## src/hw/rtl/saq_pkg.sv

```systemverilog
// Shared types and constants for the sorted alarm queue.
package saq_pkg;

  localparam int DEPTH  = 32;
  localparam int IDX_W  = $clog2(DEPTH);
  localparam int CNT_W  = $clog2(DEPTH + 1);
  localparam int TIME_W = 32;
  localparam int SES_W  = 32;
  localparam int ALM_W  = 16;
  localparam int RCNT_W = 6;

  // operation codes
  localparam logic [1:0] OP_ADD    = 2'd0;
  localparam logic [1:0] OP_CANCEL = 2'd1;
  localparam logic [1:0] OP_POP    = 2'd2;
  localparam logic [1:0] OP_PURGE  = 2'd3;

  // result status codes
  localparam logic [1:0] ST_DONE = 2'd0;
  localparam logic [1:0] ST_NONE = 2'd1;
  localparam logic [1:0] ST_FULL = 2'd2;

  typedef struct packed {
    logic [TIME_W-1:0] expiry;
    logic [SES_W-1:0]  session;
    logic [ALM_W-1:0]  alarm;
  } entry_t;

  typedef enum logic [1:0] {
    S_IDLE,
    S_INS,
    S_SCAN,
    S_RESP
  } state_t;

endpackage

```

## src/hw/rtl/sorted_alarm_queue.sv

```systemverilog
// Sorted alarm queue: entry memory, walk sequencer and result register.
//
// Usage: an operation is a transfer on the input channel (in_valid high,
// in_stall low) carrying opcode, now, delay, session and alarm_id.
// Every operation produces exactly one result transfer on the output
// channel (out_valid high, out_stall low).
// The single read port of the entry memory steps one entry per cycle, and
// in_stall stays high until the result moves into the output register, so
// no new operation is taken while one is still in the sequencer.
// Add walks from the tail toward the head shifting later entries up by
// one; cancel, pop and purge walk from the head, compacting kept entries.
// A finished result sits in the output register; while the receiver
// holds out_stall high the next operation may still be taken, but its
// result waits in the sequencer until the output register frees up.
// Reset (rst, synchronous) empties the queue and drops any pending
// result. The entry memory is not cleared; only entries below the
// occupancy count are ever read.
module sorted_alarm_queue (
  input  logic                       clk,
  input  logic                       rst,
  input  logic                       in_valid,
  output logic                       in_stall,
  input  logic [1:0]                 opcode,
  input  logic [saq_pkg::TIME_W-1:0] now,
  input  logic [saq_pkg::TIME_W-1:0] delay,
  input  logic [saq_pkg::SES_W-1:0]  session,
  input  logic [saq_pkg::ALM_W-1:0]  alarm_id,
  output logic                       out_valid,
  input  logic                       out_stall,
  output logic [1:0]                 status,
  output logic [saq_pkg::SES_W-1:0]  out_session,
  output logic [saq_pkg::ALM_W-1:0]  out_alarm,
  output logic [saq_pkg::TIME_W-1:0] out_expiry,
  output logic [saq_pkg::RCNT_W-1:0] removed_count
);

  saq_pkg::state_t state, state_next;

  saq_pkg::entry_t entry_mem [saq_pkg::DEPTH];
  saq_pkg::entry_t rd_data;
  saq_pkg::entry_t wr_data;
  saq_pkg::entry_t new_entry;
  logic                       rd_en;
  logic [saq_pkg::IDX_W-1:0]  rd_addr;
  logic                       wr_en;
  logic [saq_pkg::IDX_W-1:0]  wr_addr;

  logic [saq_pkg::CNT_W-1:0]  occupancy, occupancy_next;
  logic [saq_pkg::CNT_W-1:0]  rd_idx, rd_idx_next;
  logic                       pend, pend_next;
  logic [saq_pkg::IDX_W-1:0]  pend_idx, pend_idx_next;
  logic [saq_pkg::CNT_W-1:0]  keep, keep_next;
  logic [saq_pkg::CNT_W-1:0]  cnt, cnt_next;
  logic                       found, found_next;
  logic [1:0]                 res_status, res_status_next;
  saq_pkg::entry_t            res_entry, res_entry_next;

  logic [1:0]                 op_q;
  logic [saq_pkg::TIME_W-1:0] now_q;
  logic [saq_pkg::TIME_W-1:0] exp_q;
  logic [saq_pkg::SES_W-1:0]  ses_q;
  logic [saq_pkg::ALM_W-1:0]  alm_q;

  logic                       in_xfer;
  logic                       load_out;
  logic [saq_pkg::TIME_W:0]   sum_full;
  logic [saq_pkg::TIME_W-1:0] exp_in;

  // saturating expiry of a new alarm
  assign sum_full = {1'b0, now} + {1'b0, delay};
  assign exp_in   = sum_full[saq_pkg::TIME_W] ? '1 : sum_full[saq_pkg::TIME_W-1:0];

  assign new_entry.expiry  = exp_q;
  assign new_entry.session = ses_q;
  assign new_entry.alarm   = alm_q;

  assign in_xfer = in_valid && !in_stall;

  // entry memory: one write and one registered read per cycle
  always_ff @(posedge clk) begin
    if (wr_en) begin
      entry_mem[wr_addr] <= wr_data;
    end
  end

  always_ff @(posedge clk) begin
    if (rd_en) begin
      rd_data <= entry_mem[rd_addr];
    end
  end

  // hold the operands of the accepted operation
  always_ff @(posedge clk) begin
    if (in_xfer) begin
      op_q  <= opcode;
      now_q <= now;
      exp_q <= exp_in;
      ses_q <= session;
      alm_q <= alarm_id;
    end
  end

  // state and walk registers
  always_ff @(posedge clk) begin
    if (rst) begin
      state     <= saq_pkg::S_IDLE;
      occupancy <= '0;
      pend      <= 1'b0;
      found     <= 1'b0;
    end else begin
      state     <= state_next;
      occupancy <= occupancy_next;
      pend      <= pend_next;
      found     <= found_next;
    end
  end

  always_ff @(posedge clk) begin
    rd_idx     <= rd_idx_next;
    pend_idx   <= pend_idx_next;
    keep       <= keep_next;
    cnt        <= cnt_next;
    res_status <= res_status_next;
    res_entry  <= res_entry_next;
  end

  // sequencer: next state, memory controls and walk bookkeeping
  always_comb begin
    logic drop_hit;
    drop_hit        = 1'b0;
    state_next      = state;
    occupancy_next  = occupancy;
    rd_idx_next     = rd_idx;
    pend_next       = 1'b0;
    pend_idx_next   = pend_idx;
    keep_next       = keep;
    cnt_next        = cnt;
    found_next      = found;
    res_status_next = res_status;
    res_entry_next  = res_entry;
    rd_en           = 1'b0;
    rd_addr         = rd_idx[saq_pkg::IDX_W-1:0];
    wr_en           = 1'b0;
    wr_addr         = keep[saq_pkg::IDX_W-1:0];
    wr_data         = rd_data;
    load_out        = 1'b0;
    in_stall        = (state != saq_pkg::S_IDLE);

    case (state)
      saq_pkg::S_IDLE: begin
        if (in_valid) begin
          found_next = 1'b0;
          cnt_next   = '0;
          keep_next  = '0;
          if (opcode == saq_pkg::OP_ADD) begin
            if (occupancy == saq_pkg::CNT_W'(saq_pkg::DEPTH)) begin
              res_status_next = saq_pkg::ST_FULL;
              state_next      = saq_pkg::S_RESP;
            end else begin
              rd_idx_next = occupancy;
              state_next  = saq_pkg::S_INS;
            end
          end else begin
            rd_idx_next = '0;
            state_next  = saq_pkg::S_SCAN;
          end
        end
      end

      saq_pkg::S_INS: begin
        // read the next entry toward the head
        if (rd_idx != '0) begin
          rd_en         = 1'b1;
          rd_addr       = saq_pkg::IDX_W'(rd_idx - saq_pkg::CNT_W'(1));
          rd_idx_next   = rd_idx - saq_pkg::CNT_W'(1);
          pend_next     = 1'b1;
          pend_idx_next = rd_addr;
        end
        // shift a later entry up, or drop the new one in behind it
        if (pend) begin
          wr_en   = 1'b1;
          wr_addr = pend_idx + saq_pkg::IDX_W'(1);
          if (rd_data.expiry > exp_q) begin
            wr_data = rd_data;
          end else begin
            wr_data         = new_entry;
            pend_next       = 1'b0;
            occupancy_next  = occupancy + saq_pkg::CNT_W'(1);
            res_status_next = saq_pkg::ST_DONE;
            state_next      = saq_pkg::S_RESP;
          end
        end else if (rd_idx == '0) begin
          wr_en           = 1'b1;
          wr_addr         = '0;
          wr_data         = new_entry;
          occupancy_next  = occupancy + saq_pkg::CNT_W'(1);
          res_status_next = saq_pkg::ST_DONE;
          state_next      = saq_pkg::S_RESP;
        end
      end

      saq_pkg::S_SCAN: begin
        // read the next entry toward the tail
        if (rd_idx < occupancy) begin
          rd_en         = 1'b1;
          rd_addr       = rd_idx[saq_pkg::IDX_W-1:0];
          rd_idx_next   = rd_idx + saq_pkg::CNT_W'(1);
          pend_next     = 1'b1;
          pend_idx_next = rd_addr;
        end
        if (pend) begin
          case (op_q)
            saq_pkg::OP_CANCEL:
              drop_hit = !found && (rd_data.session == ses_q) && (rd_data.alarm == alm_q);
            saq_pkg::OP_POP:
              drop_hit = (pend_idx == '0) && (rd_data.expiry < now_q);
            saq_pkg::OP_PURGE:
              drop_hit = (rd_data.session == ses_q);
            default:
              drop_hit = 1'b0;
          endcase
          // drop a matching entry, or compact a kept one down
          if (drop_hit) begin
            cnt_next = cnt + saq_pkg::CNT_W'(1);
            if (op_q != saq_pkg::OP_PURGE) begin
              found_next     = 1'b1;
              res_entry_next = rd_data;
            end
          end else begin
            wr_en     = 1'b1;
            wr_addr   = keep[saq_pkg::IDX_W-1:0];
            wr_data   = rd_data;
            keep_next = keep + saq_pkg::CNT_W'(1);
          end
        end else if (rd_idx >= occupancy) begin
          occupancy_next  = keep;
          res_status_next = (op_q == saq_pkg::OP_PURGE || found) ?
                            saq_pkg::ST_DONE : saq_pkg::ST_NONE;
          state_next      = saq_pkg::S_RESP;
        end
      end

      saq_pkg::S_RESP: begin
        if (!out_valid || !out_stall) begin
          load_out   = 1'b1;
          state_next = saq_pkg::S_IDLE;
        end
      end

      default: begin
        state_next = saq_pkg::S_IDLE;
      end
    endcase
  end

  // output register: advance on transfer, hold while stalled
  always_ff @(posedge clk) begin
    if (rst) begin
      out_valid <= 1'b0;
    end else if (load_out) begin
      out_valid <= 1'b1;
    end else if (!out_stall) begin
      out_valid <= 1'b0;
    end
  end

  always_ff @(posedge clk) begin
    if (load_out) begin
      status        <= res_status;
      out_session   <= found ? res_entry.session : '0;
      out_alarm     <= found ? res_entry.alarm : '0;
      out_expiry    <= found ? res_entry.expiry : '0;
      removed_count <= (op_q == saq_pkg::OP_PURGE) ? saq_pkg::RCNT_W'(cnt) : '0;
    end
  end

endmodule

```

## config.mk

```make
export PLATFORM = sky130hd
export DESIGN_NAME = sorted_alarm_queue
export DESIGN_NICKNAME = d
export VERILOG_FILES = /design/src/hw/rtl/saq_pkg.sv /design/src/hw/rtl/sorted_alarm_queue.sv
export SDC_FILE = /design/constraint.sdc
export NUM_CORES = 2
export LEC_CHECK = 0
export ABC_AREA = 0
export BUFFER_PORTS_ARGS = -buffer_cell sky130_fd_sc_hd__buf_2
export CORE_UTILIZATION = 35
export CTS_CLUSTER_DIAMETER = 80
export DETAILED_ROUTE_END_ITERATION = 6
export GPL_TIMING_DRIVEN = 0
export SYNTH_ARGS = -nofsm -noshare
export SYNTH_HDL_FRONTEND = slang
export SYNTH_SLANG_ARGS = --single-unit
export TNS_END_PERCENT = 20
```

## constraint.sdc

```tcl
create_clock -name clk -period 11.65 [get_ports clk]
set_clock_uncertainty 0.05 [all_clocks]
set_input_delay 0.5825 -clock clk [delete_from_list [all_inputs] [get_ports clk]]
set_output_delay 0.5825 -clock clk [all_outputs]
set_load 0.005 [all_outputs]
```

### Word level (Yosys, flattened, before mapping)

Memory sizes are Yosys's and may differ from the RTL's. A register that Yosys moved wholly into a read port is not among the register bits.
Cells that the tools add are included.

* bits in registers: 318
* output and inout bits: 90
* bits in writable memories: 2560
* word-level logic and storage cells: 165
* memories: 1

* magnitude comparators: 4
* eq/ne operators: 26
* reductions and logical operators: 28
* add/sub/neg operators: 7
* multiplexer cells: 76

Memory list
* entry_mem: words 32, width 80, rd ports 1, clocked after Yosys merged registers in 1, write ports 1, RTL line sorted_alarm_queue.sv:39 `saq_pkg::entry_t entry_mem [saq_pkg::DEPTH];`

Operator list (count)
* 2-to-1 mux 80 bit: 4
* 2-to-1 mux 6 bit: 15
* one-hot mux 6 bit (2 select lines): 3
* 2-to-1 mux 5 bit: 7
* 2-to-1 mux 2 bit: 17
* adder 32 x 32 -> 33 bit: 1
* equality test 32 bit: 1
* greater-than comparator 32 bit: 1
* less-than comparator 32 bit: 1
* inequality test 2 bit, second input constant: 13
* adder 6 x 1 -> 6 bit, second input constant: 4
* 2-to-1 mux 1 bit: 21
* one-hot mux 6 bit (3 select lines): 1
* equality test 16 bit: 1
* AND reduction 5 bit: 3
* AND reduction 4 bit: 3
* one-hot mux 5 bit (2 select lines): 1
* inequality test 3 bit, second input constant: 3
* equality test 2 bit, second input constant: 4
* one-hot mux 1 bit (2 select lines): 4
* one-hot mux 2 bit (4 select lines): 1
* AND reduction 8 bit: 1
* equality test 6 bit, second input constant: 1
* greater-or-equal comparator 6 bit: 1
* 18 further kinds: 29

### Logic depth before layout (Yosys ltp)

* depth in word-level cells: 11
* depth in mapped cells: 15
* gate-level depth less buffers: 11

### Worst setup path before layout

No wires, ideal clock.

* path type: register to register
* from: reg rd_idx[4] in the netlist's numbering
* to: mem entry_mem[12][0] in the netlist's numbering, enable pin
* data required time: 10.971 ns
* buffers on the path: 2
* stages on the path, launching flop included: 11
* slack: 2.969 ns
* period minus slack after synthesis: 8.681 ns
* arrival time: 8.002 ns
* path through: edfxtp_1 buf_2 or3_1 clkbuf_1 nor2_2 o21ai_1 o2bb2ai_1 or2_2 nor3_1 nand2_1 o21ai_0

* cells in the longest elaborated chain, start to end: 6

RTL lines
* start: declaration: RTL line sorted_alarm_queue.sv:49 `logic [saq_pkg::CNT_W-1:0] rd_idx, rd_idx_next;`
* start signal: assignment: RTL line sorted_alarm_queue.sv:119 `rd_idx <= rd_idx_next;`
* logical NOT 6 bit (*): RTL line sorted_alarm_queue.sv:192 `end else if (rd_idx == '0) begin`
* 2-to-1 mux 1 bit: RTL line sorted_alarm_queue.sv:192
* 2-to-1 mux 1 bit: RTL line sorted_alarm_queue.sv:180 `if (pend) begin`
* one-hot mux 1 bit (2 select lines): RTL line sorted_alarm_queue.sv:149 `case (state)`
* 2-to-1 mux 1 bit: RTL line sorted_alarm_queue.sv:81 `if (wr_en) begin`
* 2-to-1 mux 1 bit (implied by the code): RTL line sorted_alarm_queue.sv:82 `entry_mem[wr_addr] <= wr_data;`
* end: declaration: RTL line sorted_alarm_queue.sv:39

Every way passes the cells marked *; elsewhere a longest branch is shown, timed or not.

### Final worst setup path

* from: reg rd_idx[1] in the netlist's numbering
* to: reg, netlist name rd_data[35]

* cells in the longest elaborated chain, start to end: 3

RTL lines
* less-than comparator 6 bit, or another cell as far along: RTL line sorted_alarm_queue.sv:204 `if (rd_idx < occupancy) begin`
* 2-to-1 mux 1 bit, or another cell as far along: RTL line sorted_alarm_queue.sv:204
* one-hot mux 1 bit (2 select lines) or 2-to-1 mux 5 bit (tied branches)

Parallel ways exist; a longest one is shown, timed or not.
A chain may end at the register's enable or synchronous reset.

==> key figures <==
Yosys
  • Synth Flop Type: edfxtp_1
  • Top-count cell post-synth: edfxtp_1
  • YS warnings: 0
  • Area share of the leading cell type in the synthesized netlist: 75.54%
  • Synth area leaders: edfxtp_1, mux4_2, mux2i_1, o221ai_1, a21oi_1
  • EDFF count, synth: 2947
  • Syn avg cell area: 18.00 um^2
  • Post-Syn Area: ~0.12 mm^2
  • Asr flop ratio synth: 0%
  • Yosys cell types: 68
  • Sequential share of the synthesized area: 75.72%
  • #FFs+latches synth: just under 3000
  • Syn Nets: 6745
  • Cell count after synthesis: 6510
  • Post-synth top cells: edfxtp_1, mux2i_1, nand2_1
  • Synth area leader: edfxtp_1

Pwr
  • PD cells: 267.8 mW/mm^2
  • Switching pwr: roughly 14 mW
  • Logic pwr share: about two fifths
  • Switching share of power: between 30% and 40%
  • Clock power share: 25.2%
  • Internal Power: roughly 23 mW
  • Maximum vdd drop: 162.0 uV
  • P_leak: 45.51 nW
  • Flop pwr share: a little over a third

Setup path
  • Worst Setup EP: rd_data[35]$_DFFE_PP_
  • Reg2reg path depth: 15
  • R2r endpoint: rd_data[35]$_DFFE_PP_
  • Crit path DAT: about 7.4 ns
  • Reg2reg start: rd_idx[1]$_DFFE_PP_
  • Critical path origin: rd_idx[1]$_DFFE_PP_
  • Worst setup SP type: register
  • Crit Path Class: reg2reg
  • Required time of the critical path: 12.31 ns
  • Worst Setup End Kind: register
  • Flop-to-flop setup slack: ~5 ns
  • Max FO, Critical Path: 10

Final layout
  • Post-Layout Inst Area: 0.1375 mm^2
  • Area of the multi-input gates: 0.02714 mm^2
  • Fin nets: between 7000 and 8000
  • Finished Layout Cells: between 10000 and 15000
  • Share of cells above drive strength 1: 17.84%
  • Register Area: 0.08872 mm^2
  • Area delta synth->final: 17.40%
  • Post-layout util: 41.28%
  • FILL cells: 29390

CTS
  • Root Buffer Master: clkbuf_16
  • Clk pin slew, worst setup/hold paths: roughly 0.07 ns
  • Number of CTS-inserted buffers: 301
  • Clock Latency Late Sink: 0.88 ns
  • Clock sinks: between 2000 and 3000
  • H-tree Lvls: 5
  • Setup Buffers After CTS: 0
  • CTS max path bufs: 4
  • CTS tree: done

Timing
  • Tightest Pin Transition: 1.469 ns
  • Slew Limit Fails: 0
  • Hold Vio Cnt, Final: 0
  • Slew Limit Headroom: 2.037%
  • RSZ-0062 raised after global routing: no
  • Final setup viols: 0
  • Period utilization: 57.68%
  • Tmin final: 6.720 ns
  • Max frequency: between 100 and 150 MHz

Die
  • Starting Density: 35.16%
  • Die Y-Extent: ~580 um
  • I/O pin count: about 210
  • Die width: 580.6 um
  • Num rows: 212
  • Die area: 0.3370 mm^2
  • Core Region: approximately 0.33 mm^2

Global route
  • Initial antenna violation count: 19
  • Largest net degree at the start of global routing: 70
  • First-pass GRT wire length: 458200 um
  • GRT busiest layer: met2
  • GRT overflow: 0
  • Total track usage: 18.56%
  • M2 GR Usage: 31.34%
  • Met3 Resource Use GR: 2.661%
  • Vias in the first global route: 65100
  • GR met1 Demand/Resource: between 20% and 30%

Detailed routing
  • Drt first pass iters: 6
  • DRC: 0
  • DRT antenna net count: 0
  • Final wirelength: 320300 um
  • Initial DRC count: between 6000 and 7000
  • Vias per inst: 5.425
  • WL/cell: 26.96 um
  • Vias post-DR: approximately 64000

Placement
  • Final HPWL from detailed placement: 223000 um
  • Placed instance area: 0.1274 mm^2
  • IO Port Bufs: around 210
  • Placer Congestion: between 0.8 and 0.9
  • DP Cell Count: approximately 11000

Min path
  • Hold Path Cell Cnt: 1
  • HP Class: in2reg

Flow run
  • Max-cap violations: 0

Run status
  • Status: completed
-- metrics by stage --
step	total power [mW]	hold slack [ns]	setup TNS [ns]	setup slack, ns
after detailed placement	27.73	0.3709	0	4.990
after global placement	27.43	0.3632	-4526.10	-6.467
after floorplan	22.23	0.3503	0	2.969
after CTS	37.01	0.01837	0	4.944
after global routing	38.19	0.01624	0	4.952
final	36.83	0.06619	0	4.930
-- cells by family after synthesis --
family                     share of synthesized area (%)
AOI/OAI and AO/OA                                  6.065
xor gates and xnor gates                          0.6792
adders and majority gates                          1.256
buffers and inverters                              1.489
DFF                                                75.72
muxes                                              11.15
and+or+nand+nor                                    3.639
-- critical path, cell delays in order, from the launching register on --
cell and delay (ns):
edfxtp_1 0.45, clkbuf_1 0.40, inv_1 0.20, ha_1 0.23, nand2b_1 0.16, o21ai_4 0.16
xnor2_2 1.03, buf_2 0.86, buf_2 0.70, buf_2 0.53, clkbuf_1 0.50, nand2_1 0.11
a21oi_1 0.16, nor3_1 0.10, o21ai_0 0.57, and2_1 0.24
-- per-layer routing --
| metal | part of all wire, % | wire length, um |
|---|---|---|
| met5 | 0.0062 | 20 |
| met4 | 4.1 | 13070 |
| met1 | 40 | 127600 |
| met2 | 49 | 157700 |
| met3 | 6.8 | 21930 |
-- power groups by stage --
stage	registers [mW]	clock network (mW)	logic (mW)
6_report	13.3	9.29	14.2
5_1_grt	13.3	9.80	15.1
4_1_cts	13.3	9.43	14.3
3_5_place_dp	13.5	0	14.2
3_3_place_gp	13.6	0	13.8
2_1_floorplan	13.4	0	8.78
-- how the worst min path moves through the flow --
stage	startpoint	to	slack (ns)
after global placement	res_status[0]$_DFFE_PP_	status[0]$_DFFE_PP_	0.36
after CTS	session[26]	ses_q[26]$_DFFE_PP_	0.02
after global routing	session[26]	ses_q[26]$_DFFE_PP_	0.02
after detailed placement	res_status[1]$_DFFE_PP_	status[1]$_DFFE_PP_	0.37
final	session[26]	ses_q[26]$_DFFE_PP_	0.07
after floorplan	res_status[0]$_DFFE_PP_	status[0]$_DFFE_PP_	0.35
-- what timing repair did --
item	CTS	global route
hold buffers	82	0
gates resized for setup	0	0
hold endpoints to repair	82	0
-- layout by cell type (no fill, tap or decap), drive strengths merged, types with 28 or more instances in the layout --
cell type       n
dlygate4sd3    82
xnor2          53
inv           106
a31oi          81
o22ai          78
clkbuf        606
xor2           37
edfxtp       2947
clkinv        116
nand3          46
mux4          335
buf           478
mux2i         461
nand2         445
a21o           42
nor2           56
a21oi         392
nand4          28
o221ai        226
mux2           80
nor3          109
o21ai         197
ha            116
and2          158
-- area by class of cell --
class,count,share of cell area [%]
sequential,2958,64.50
antenna,11,0.02001
clock buffer,371,5.881
inverter,95,0.2629
buffer,345,1.025
tap,4387,3.991
multi-input combinational,3112,19.73
timing repair buffer,450,3.697
clock inverter,153,0.8843
-- registers in the layout, indices dropped and copies added, names as in the netlist, 16 cells and up --
signal / flops
entry_mem: 2560
rd_data: 80
res_entry: 80
exp_q: 32
now_q: 32
out_expiry: 32
out_session: 32
ses_q: 32
alm_q: 16
out_alarm: 16
(Power assumes the default switching activity.)
